File: config.mk
export PLATFORM = sky130hd
export DESIGN_NAME = sha1_message_digest
export DESIGN_NICKNAME = d
export VERILOG_FILES = /design/src/rtl/sha1md_pkg.sv /design/src/rtl/sha1md_dp.sv /design/src/rtl/sha1md_ctrl.sv /design/src/rtl/sha1_message_digest.sv
export SDC_FILE = /design/constraint.sdc
export NUM_CORES = 2
export LEC_CHECK = 0
export BUFFER_PORTS_ARGS = -buffer_cell sky130_fd_sc_hd__buf_2
export CAP_MARGIN = 25
export CORE_ASPECT_RATIO = 1.4
export CORE_MARGIN = 1
export CORE_UTILIZATION = 36
export CTS_BUF_LIST = sky130_fd_sc_hd__clkbuf_4
export CTS_CLUSTER_DIAMETER = 120
export DETAILED_ROUTE_END_ITERATION = 10
export HOLD_SLACK_MARGIN = 0.08
export SLEW_MARGIN = 20
export SYNTH_ARGS = -nofsm -noshare
export SYNTH_HDL_FRONTEND = slang
export SYNTH_HIERARCHICAL = 1
export SYNTH_SLANG_ARGS = --single-unit
File: constraint.sdc
create_clock -name clk -period 21.5 [get_ports clk]
set_input_delay 4.3 -clock clk [delete_from_list [all_inputs] [get_ports clk]]
set_output_delay 4.3 -clock clk [all_outputs]
set_load 0.05 [all_outputs]
File: src/rtl/sha1md_pkg.sv
// Shared types, constants and round functions of the SHA-1 message digest block.
`default_nettype none

package sha1md_pkg;

  localparam int unsigned NUM_WORDS  = 16;
  localparam int unsigned NUM_CHAIN  = 5;

  localparam logic [31:0] SHA1_IV [NUM_CHAIN] = '{
    32'h67452301, 32'hEFCDAB89, 32'h98BADCFE, 32'h10325476, 32'hC3D2E1F0
  };

  localparam logic [31:0] K_R0 = 32'h5A827999;
  localparam logic [31:0] K_R1 = 32'h6ED9EBA1;
  localparam logic [31:0] K_R2 = 32'h8F1BBCDC;
  localparam logic [31:0] K_R3 = 32'hCA62C1D6;

  localparam logic [7:0] PAD_MARKER = 8'h80;

  localparam logic [6:0] LAST_ROUND = 7'd79;
  localparam logic [5:0] LAST_POS   = 6'd63;
  localparam logic [5:0] LEN_POS    = 6'd56;
  localparam logic [2:0] LAST_WORD  = 3'd4;

  typedef enum logic [2:0] {
    ST_IDLE,
    ST_PAD,
    ST_RND,
    ST_FIN,
    ST_OUT
  } state_t;

  typedef enum logic [1:0] {
    SRC_DATA,
    SRC_MARK,
    SRC_ZERO,
    SRC_LEN
  } byte_src_t;

  // Commands from the controller to the datapath.
  typedef struct packed {
    logic      push;    // append one byte to the block
    byte_src_t src;     // where that byte comes from
    logic      load;    // copy the chain words into the working variables
    logic      rnd;     // run one compression round
    logic [6:0] idx;    // round number for rnd
    logic      fold;    // add the working variables into the chain
    logic      rotate;  // move the next digest word to the front
    logic      clear;   // return to the initial message state
  } cmd_t;

  // Status from the datapath to the controller.
  typedef struct packed {
    logic [5:0] pos;    // byte offset within the current block
  } stat_t;

  function automatic logic [31:0] round_k(input logic [6:0] idx);
    logic [31:0] k;
    if (idx < 7'd20) begin
      k = K_R0;
    end else if (idx < 7'd40) begin
      k = K_R1;
    end else if (idx < 7'd60) begin
      k = K_R2;
    end else begin
      k = K_R3;
    end
    return k;
  endfunction

  function automatic logic [31:0] round_f(input logic [6:0] idx, input logic [31:0] b,
                                          input logic [31:0] c, input logic [31:0] d);
    logic [31:0] f;
    if (idx < 7'd20) begin
      f = (b & c) | (~b & d);
    end else if (idx < 7'd40) begin
      f = b ^ c ^ d;
    end else if (idx < 7'd60) begin
      f = (b & c) | (b & d) | (c & d);
    end else begin
      f = b ^ c ^ d;
    end
    return f;
  endfunction

endpackage

`default_nettype wire

File: src/rtl/sha1md_dp.sv
// Datapath of the SHA-1 block: byte packing, schedule shift line, round unit and chain.
`default_nettype none

module sha1md_dp
  import sha1md_pkg::*;
(
  input  wire logic        clk,
  input  wire logic        rst_n,
  input  wire cmd_t        cmd,
  input  wire logic [7:0]  data_byte,
  output      stat_t       stat,
  output      logic [31:0] digest_word
);

  logic [5:0]  pos_r, pos_nxt;
  logic [63:0] len_r, len_nxt;
  logic [23:0] acc_r, acc_nxt;
  logic [31:0] sched_r [NUM_WORDS];
  logic [31:0] sched_nxt [NUM_WORDS];
  logic [31:0] vars_r [NUM_CHAIN];
  logic [31:0] vars_nxt [NUM_CHAIN];
  logic [31:0] chain_r [NUM_CHAIN];
  logic [31:0] chain_nxt [NUM_CHAIN];

  logic [7:0]  push_byte;
  logic [63:0] len_shift;
  logic [31:0] w_exp, w_cur, t_sum, a_v;
  logic        shift_in;
  logic [31:0] shift_word;

  // The length byte for offsets 56..63 is taken most significant first.
  assign len_shift = len_r >> {~pos_r[2:0], 3'b000};

  always_comb begin
    unique case (cmd.src)
      SRC_DATA: push_byte = data_byte;
      SRC_MARK: push_byte = PAD_MARKER;
      SRC_ZERO: push_byte = 8'h00;
      SRC_LEN:  push_byte = len_shift[7:0];
      default:  push_byte = 8'h00;
    endcase
  end

  // Shift line: word t is at the head in rounds 0..15; later words are expanded.
  assign w_exp = sched_r[13] ^ sched_r[8] ^ sched_r[2] ^ sched_r[0];
  assign w_cur = (cmd.idx < 7'd16) ? sched_r[0] : {w_exp[30:0], w_exp[31]};
  assign a_v   = vars_r[0];
  assign t_sum = {a_v[26:0], a_v[31:27]} + round_f(cmd.idx, vars_r[1], vars_r[2], vars_r[3])
               + vars_r[4] + round_k(cmd.idx) + w_cur;

  always_comb begin
    pos_nxt    = pos_r;
    len_nxt    = len_r;
    acc_nxt    = acc_r;
    shift_in   = 1'b0;
    shift_word = w_cur;
    if (cmd.push) begin
      pos_nxt = pos_r + 6'd1;
      acc_nxt = {acc_r[15:0], push_byte};
      if (cmd.src == SRC_DATA) begin
        len_nxt = len_r + 64'd8;
      end
      if (pos_r[1:0] == 2'd3) begin
        shift_in   = 1'b1;
        shift_word = {acc_r, push_byte};
      end
    end
    if (cmd.rnd) begin
      shift_in = 1'b1;
    end
    if (cmd.clear) begin
      pos_nxt = 6'd0;
      len_nxt = 64'd0;
    end
  end

  always_comb begin
    for (int i = 0; i < NUM_WORDS; i++) begin
      sched_nxt[i] = sched_r[i];
    end
    if (shift_in) begin
      for (int i = 0; i < NUM_WORDS - 1; i++) begin
        sched_nxt[i] = sched_r[i + 1];
      end
      sched_nxt[NUM_WORDS - 1] = shift_word;
    end
  end

  always_comb begin
    for (int i = 0; i < NUM_CHAIN; i++) begin
      vars_nxt[i] = vars_r[i];
    end
    if (cmd.load) begin
      for (int i = 0; i < NUM_CHAIN; i++) begin
        vars_nxt[i] = chain_r[i];
      end
    end else if (cmd.rnd) begin
      vars_nxt[0] = t_sum;
      vars_nxt[1] = vars_r[0];
      vars_nxt[2] = {vars_r[1][1:0], vars_r[1][31:2]};
      vars_nxt[3] = vars_r[2];
      vars_nxt[4] = vars_r[3];
    end
    priority if (cmd.clear) begin
      for (int i = 0; i < NUM_CHAIN; i++) begin
        chain_nxt[i] = SHA1_IV[i];
      end
    end else if (cmd.fold) begin
      for (int i = 0; i < NUM_CHAIN; i++) begin
        chain_nxt[i] = chain_r[i] + vars_r[i];
      end
    end else if (cmd.rotate) begin
      for (int i = 0; i < NUM_CHAIN - 1; i++) begin
        chain_nxt[i] = chain_r[i + 1];
      end
      chain_nxt[NUM_CHAIN - 1] = chain_r[0];
    end else begin
      for (int i = 0; i < NUM_CHAIN; i++) begin
        chain_nxt[i] = chain_r[i];
      end
    end
  end

  always_ff @(posedge clk) begin
    if (!rst_n) begin
      pos_r <= 6'd0;
      len_r <= 64'd0;
      for (int i = 0; i < NUM_CHAIN; i++) begin
        chain_r[i] <= SHA1_IV[i];
      end
    end else begin
      pos_r <= pos_nxt;
      len_r <= len_nxt;
      for (int i = 0; i < NUM_CHAIN; i++) begin
        chain_r[i] <= chain_nxt[i];
      end
    end
  end

  always_ff @(posedge clk) begin
    acc_r <= acc_nxt;
    for (int i = 0; i < NUM_WORDS; i++) begin
      sched_r[i] <= sched_nxt[i];
    end
    for (int i = 0; i < NUM_CHAIN; i++) begin
      vars_r[i] <= vars_nxt[i];
    end
  end

  assign stat.pos    = pos_r;
  assign digest_word = chain_r[0];

endmodule

`default_nettype wire

File: src/rtl/sha1md_ctrl.sv
// Controller of the SHA-1 block: message intake, padding, round sequencing and digest output.
`default_nettype none

module sha1md_ctrl
  import sha1md_pkg::*;
(
  input  wire logic       clk,
  input  wire logic       rst_n,
  input  wire logic       in_valid,
  output      logic       in_ready,
  input  wire logic       byte_present,
  input  wire logic       end_of_message,
  output      logic       out_valid,
  input  wire logic       out_ready,
  output      logic [2:0] word_index,
  output      logic       last_word,
  input  wire stat_t      stat,
  output      cmd_t       cmd
);

  state_t     state_r, state_nxt;
  logic [6:0] round_r, round_nxt;
  logic [2:0] widx_r, widx_nxt;
  logic       pad_r, pad_nxt;      // closing item seen, padding under way
  logic       mark_r, mark_nxt;    // 0x80 marker already appended
  logic       spill_r, spill_nxt;  // length goes into the following block
  logic       final_r, final_nxt;  // block in flight carries the length
  logic       full;

  assign full = (stat.pos == LAST_POS);

  always_comb begin
    state_nxt = state_r;
    round_nxt = round_r;
    widx_nxt  = widx_r;
    pad_nxt   = pad_r;
    mark_nxt  = mark_r;
    spill_nxt = spill_r;
    final_nxt = final_r;
    in_ready  = 1'b0;
    out_valid = 1'b0;
    cmd       = '0;
    cmd.src   = SRC_DATA;
    cmd.idx   = round_r;

    unique case (state_r)
      ST_IDLE: begin
        in_ready = 1'b1;
        if (in_valid) begin
          cmd.push = byte_present;
          if (end_of_message) begin
            pad_nxt  = 1'b1;
            mark_nxt = 1'b0;
          end
          if (byte_present && full) begin
            cmd.load  = 1'b1;
            round_nxt = 7'd0;
            state_nxt = ST_RND;
          end else if (end_of_message) begin
            state_nxt = ST_PAD;
          end
        end
      end
      ST_PAD: begin
        cmd.push = 1'b1;
        if (!mark_r) begin
          cmd.src   = SRC_MARK;
          mark_nxt  = 1'b1;
          spill_nxt = (stat.pos >= LEN_POS);
        end else if ((stat.pos >= LEN_POS) && !spill_r) begin
          cmd.src = SRC_LEN;
        end else begin
          cmd.src = SRC_ZERO;
        end
        if (full) begin
          cmd.load  = 1'b1;
          round_nxt = 7'd0;
          spill_nxt = 1'b0;
          final_nxt = (cmd.src == SRC_LEN);
          state_nxt = ST_RND;
        end
      end
      ST_RND: begin
        cmd.rnd   = 1'b1;
        round_nxt = round_r + 7'd1;
        if (round_r == LAST_ROUND) begin
          state_nxt = ST_FIN;
        end
      end
      ST_FIN: begin
        cmd.fold  = 1'b1;
        round_nxt = 7'd0;
        widx_nxt  = 3'd0;
        priority if (final_r) begin
          state_nxt = ST_OUT;
        end else if (pad_r) begin
          state_nxt = ST_PAD;
        end else begin
          state_nxt = ST_IDLE;
        end
      end
      ST_OUT: begin
        out_valid = 1'b1;
        if (out_ready) begin
          cmd.rotate = 1'b1;
          widx_nxt   = widx_r + 3'd1;
          if (widx_r == LAST_WORD) begin
            cmd.clear = 1'b1;
            pad_nxt   = 1'b0;
            mark_nxt  = 1'b0;
            spill_nxt = 1'b0;
            final_nxt = 1'b0;
            widx_nxt  = 3'd0;
            state_nxt = ST_IDLE;
          end
        end
      end
      default: state_nxt = ST_IDLE;
    endcase
  end

  always_ff @(posedge clk) begin
    if (!rst_n) begin
      state_r <= ST_IDLE;
      round_r <= 7'd0;
      widx_r  <= 3'd0;
      pad_r   <= 1'b0;
      mark_r  <= 1'b0;
      spill_r <= 1'b0;
      final_r <= 1'b0;
    end else begin
      state_r <= state_nxt;
      round_r <= round_nxt;
      widx_r  <= widx_nxt;
      pad_r   <= pad_nxt;
      mark_r  <= mark_nxt;
      spill_r <= spill_nxt;
      final_r <= final_nxt;
    end
  end

  assign word_index = widx_r;
  assign last_word  = (widx_r == LAST_WORD);

  a_round_range: assert property (@(posedge clk) disable iff (!rst_n)
    (state_r == ST_RND) |-> (round_r <= LAST_ROUND))
    else $error("round counter beyond the last round");

  a_widx_range: assert property (@(posedge clk) disable iff (!rst_n)
    (state_r == ST_OUT) |-> (widx_r <= LAST_WORD))
    else $error("digest word index out of range");

  a_final_in_pad: assert property (@(posedge clk) disable iff (!rst_n)
    final_r |-> (pad_r && mark_r && !spill_r))
    else $error("length block flagged outside padding");

  a_fin_to_out: assert property (@(posedge clk) disable iff (!rst_n)
    (state_r == ST_FIN && final_r) |=> (state_r == ST_OUT && widx_r == 3'd0))
    else $error("digest output did not follow the length block");

endmodule

`default_nettype wire

File: src/rtl/sha1_message_digest.sv
// Top level of the SHA-1 message digest block: controller and datapath joined.
//
//  Channel | Ports      | Direction | Contents
//  --------+------------+-----------+-----------------------------------------------
//  input   | in_t*      | slave     | one message byte; byte_present; end of message
//  result  | out_t*     | master    | one digest word with its index; last word flag
//
// A transaction carries one byte, or none when in_tuser is low; one with in_tlast high closes
// the message. Bytes are packed big-endian into a sixteen-word schedule shift line; one round
// unit compresses each full block at one round per cycle. A byte that completes a block starts
// its 80 rounds and then the chain update before the next byte is taken. A closing item pads
// one byte per cycle, spilling the length into a second block when it does not fit, runs the
// last one or two blocks and then offers the five digest words in order. Input is refused
// while a block is compressed, padded or read out; the digest words wait in the chain
// registers while out_tready is low.
// Reset (rst_n low at a clock edge) loads the initial hash values and clears the byte
// position and the length count.
`default_nettype none

module sha1_message_digest
  import sha1md_pkg::*;
(
  input  wire logic        clk,
  input  wire logic        rst_n,
  input  wire logic        in_tvalid,
  output      logic        in_tready,
  input  wire logic [7:0]  in_tdata,   // [7:0] data_byte
  input  wire logic        in_tuser,   // [0] byte_present
  input  wire logic        in_tlast,   // end_of_message
  output      logic        out_tvalid,
  input  wire logic        out_tready,
  output      logic [39:0] out_tdata,  // [31:0] digest_word, [34:32] word_index, rest zero
  output      logic        out_tlast   // last_word
);

  cmd_t        cmd;
  stat_t       stat;
  logic [31:0] digest_word;
  logic [2:0]  word_index;

  // The controller sequences intake, padding, rounds and readout.
  sha1md_ctrl u_ctrl (
    .clk            (clk),
    .rst_n          (rst_n),
    .in_valid       (in_tvalid),
    .in_ready       (in_tready),
    .byte_present   (in_tuser),
    .end_of_message (in_tlast),
    .out_valid      (out_tvalid),
    .out_ready      (out_tready),
    .word_index     (word_index),
    .last_word      (out_tlast),
    .stat           (stat),
    .cmd            (cmd)
  );

  // The datapath holds the block, the working variables, the chain and the length.
  sha1md_dp u_dp (
    .clk         (clk),
    .rst_n       (rst_n),
    .cmd         (cmd),
    .data_byte   (in_tdata),
    .stat        (stat),
    .digest_word (digest_word)
  );

  assign out_tdata = {5'b00000, word_index, digest_word};

endmodule

`default_nettype wire

==> impl_metrics.ini <==
[pwr]
finalPower_mw = 3.567
p_leak_nw = 19.37
power_density_nw_per_um2 = 66.25
vdd_ir_drop_max_v = 0.00004296

[logic_synthesis]
yosysTopAreaCellShare_pct = 42.82
yosys.cell_types.count = 83
ys_top_cells_by_area = edfxtp_1 (43%), dfxtp_1 (10%), fa_1 (5.1%)
synth_edf_count = 696
async_reset_ff_share_pct = 0
avgSynthCellArea_sq_um = 11.69
yosysWarnings = 6
synth-seq-cells = 940
netlist_area_sq_um = 48810
syn_inst = 4174
seq_area_frac_synth_pct = 52.82
synth.largest_area_cell = edfxtp_1
synth_ff_type = edfxtp_1

[clock_tree]
cts_tree = done
clk_path_buf_depth = 3
clock_latency_ns = 1.26
cts_resized = 0
cts-root-buf = clkbuf_4
h-tree-depth = 4
post_cts_buffers = 0
clk_pin_slew_ns = 0.08
cts_buffers = 224
holdBufCountCts = 0
cts.sinks = 940

[critical_path]
crit_type = reg2reg
endpoint_kind = flip-flop
cp.arrival_ns = 8.11
path_max_fanout = 17
cp-start-kind = flip-flop
required_ns = 22.40

[placed_design]
dp.cells = 5835
gp_congestion = 0.9256
dpl.hpwl_um = 92950
io_buffers = 51

[detailed_routing]
wl_um = 133000
drc = 0
wl_per_cell_um = 21.23
viasPerCell = 5.317
dr.pass1.iters = 5
via_count = 33290
drt.antenna.violating_nets = 0
dr.first_iter.drc_count = 2553

[timing]
timing.final.max_slew_violations = 0
relSlewSlack_pct = 25.91
final-setup-viol-count = 0
worst_pin_slew_ns = 1.110
fmaxAchievable_ghz = 0.1385
fin_skew_ns = 0.1105
fin_crit_ns = 7.218
setup_tns_ns = 0
hold_slack_ns = 0.3667
rsz0062_at_grt = false
finalCritPeriodShare_pct = 33.57
hold_violations = 0

[outcome]
status = finished clean

[die]
core-area_sq_um = 134300
start_util_pct = 36.35
pin_count = 57
rows = 159
die_w_um = 313.2
die_y_um = 437.7
dieArea_sq_um = 137100

[global_routing]
globalRouteTotalUtil_pct = 19.42
gr-total-overflow = 0
grt_pass1_vias = 33550
antenna_found_initial = 7
grt_max_degree = 203
grt_pass1_wl_um = 203100

[final_layout]
drive_gt1_share_pct = 14.30
area_growth_pct = 10.31
fillers = 12850
final_cells = 6262
final_core_util_pct = 40.10
nets = 4631

[worst_hold_path]
min_path_type = reg2reg

[flow_run]
maxCapViolCount = 0
## layout by cell type (no fill, tap or decap), types with 89 or more instances in the layout
cell      count
o21ai_0     260
dfxtp_1     244
nor2_1      251
clkbuf_4    345
inv_1       239
nand2_1     282
fa_1        125
edfxtp_1    696
a211oi_1    106
xnor2_1     196
xor2_1       89
mux2i_1     131
mux2_2      131
a21oi_1     231
ha_1        198
## cell usage after synthesis (49+ instances only)
master,instances
inv_1,241
a211oi_1,106
clkbuf_1,132
o211ai_1,49
fa_1,125
a21o_1,87
nor2b_1,55
nand3_1,74
xor2_1,89
ha_1,198
mux2i_1,131
nor2_1,253
edfxtp_1,696
xnor2_1,196
o21ai_0,260
mux2_2,131
a21oi_1,231
dfxtp_1,244
nand2_1,282
## report_power, final
part           leakage, nW  internal, mW  switching, mW
sequential            8.24          1.95         0.0139
clock                 1.78         0.743          0.776
combinational         9.35        0.0262         0.0564
total                 19.4          2.72          0.846
## critical path, cell delays in order (launching register included)
cell       delay, ns
dfxtp_1         0.49
o21ai_0         0.13
and2_1          0.50
inv_2           0.46
buf_4           0.39
nor2_1          0.09
a221oi_1        0.43
fa_1            0.53
fa_1            0.48
inv_1           0.07
ha_1            0.19
inv_1           0.06
fa_1            0.41
nor2b_1         0.13
o21a_1          0.14
o21ai_0         0.17
a21oi_1         0.40
o211ai_1        0.24
o31ai_1         0.62
a41oi_1         0.35
a2111oi_0       0.44
a221oi_1        0.09
## metal layers
layer | GRT usage (%) | vias up | share of wire (%)
li1 | - | 15650 | -
met1 | 23.16 | 16530 | 41
met2 | 33.13 | 833 | 49
met3 | 3.769 | 285 | 4.7
met4 | 9.984 | 0 | 5.0
met5 | 0 | - | 0
## registers in the layout (all words and copies together) (netlist names)
register,count
u_dp/sched_r,512
u_dp/chain_r,160
u_dp/vars_r,160
u_dp/len_r,61
u_dp/acc_r,24
u_ctrl/round_r,7
u_dp/stat,6
u_ctrl/state_r,3
u_ctrl/word_index,3
u_ctrl/final_r,1
u_ctrl/mark_r,1
u_ctrl/pad_r,1
u_ctrl/spill_r,1
## final cells by class
class                           count  area, sq um  share of cell area, %
Tap cell                         1771         2216                  4.115
Timing Repair Buffer               89        640.6                  1.190
Multi-Input combinational cell   2796        21290                  39.53
Antenna cell                        9        22.52                0.04183
Clock inverter                     69        385.4                 0.7157
Inverter                          243        919.6                  1.708
Clock buffer                      345         2590                  4.810
Sequential cell                   940        25780                  47.89
## cells by family (layout without fill, tap and decap cells)
logic type | Yosys count | in the layout | synth area share [%]
flops | 940 | 940 | 52.82
fa+ha+maj | 323 | 323 | 10.20
buf+inv | 442 | 746 | 3.699
simple gates | 925 | 925 | 8.997
mux | 271 | 271 | 6.123
compound gates | 987 | 987 | 13.04
other cells | 1 | 14 | 0.007682
xor+xnor | 285 | 285 | 5.114
## stage by stage
step                      setup WS (ns)  area, sq um
after floorplan                   7.487        48830
after global placement            13.22        50770
after detailed placement          13.13        50770
after CTS                         14.25        53740
after global routing              13.78        53840
final                             14.28        53850
## final timing paths
kind | start | end | slack (ns) | cells after the start
max | u_ctrl/round_r[4]$_SDFFE_PN0P_ | u_dp/vars_r[0][29]$_DFFE_PP_ | 14.28 | 21
min reg2reg | u_dp/sched_r[0][193]$_DFFE_PP_ | u_dp/sched_r[0][161]$_DFFE_PP_ | 0.37 | 0
max reg2reg | u_ctrl/round_r[4]$_SDFFE_PN0P_ | u_dp/vars_r[0][29]$_DFFE_PP_ | 14.28 | 21
min | u_dp/sched_r[0][193]$_DFFE_PP_ | u_dp/sched_r[0][161]$_DFFE_PP_ | 0.37 | 0
(Power assumes the default switching activity.)
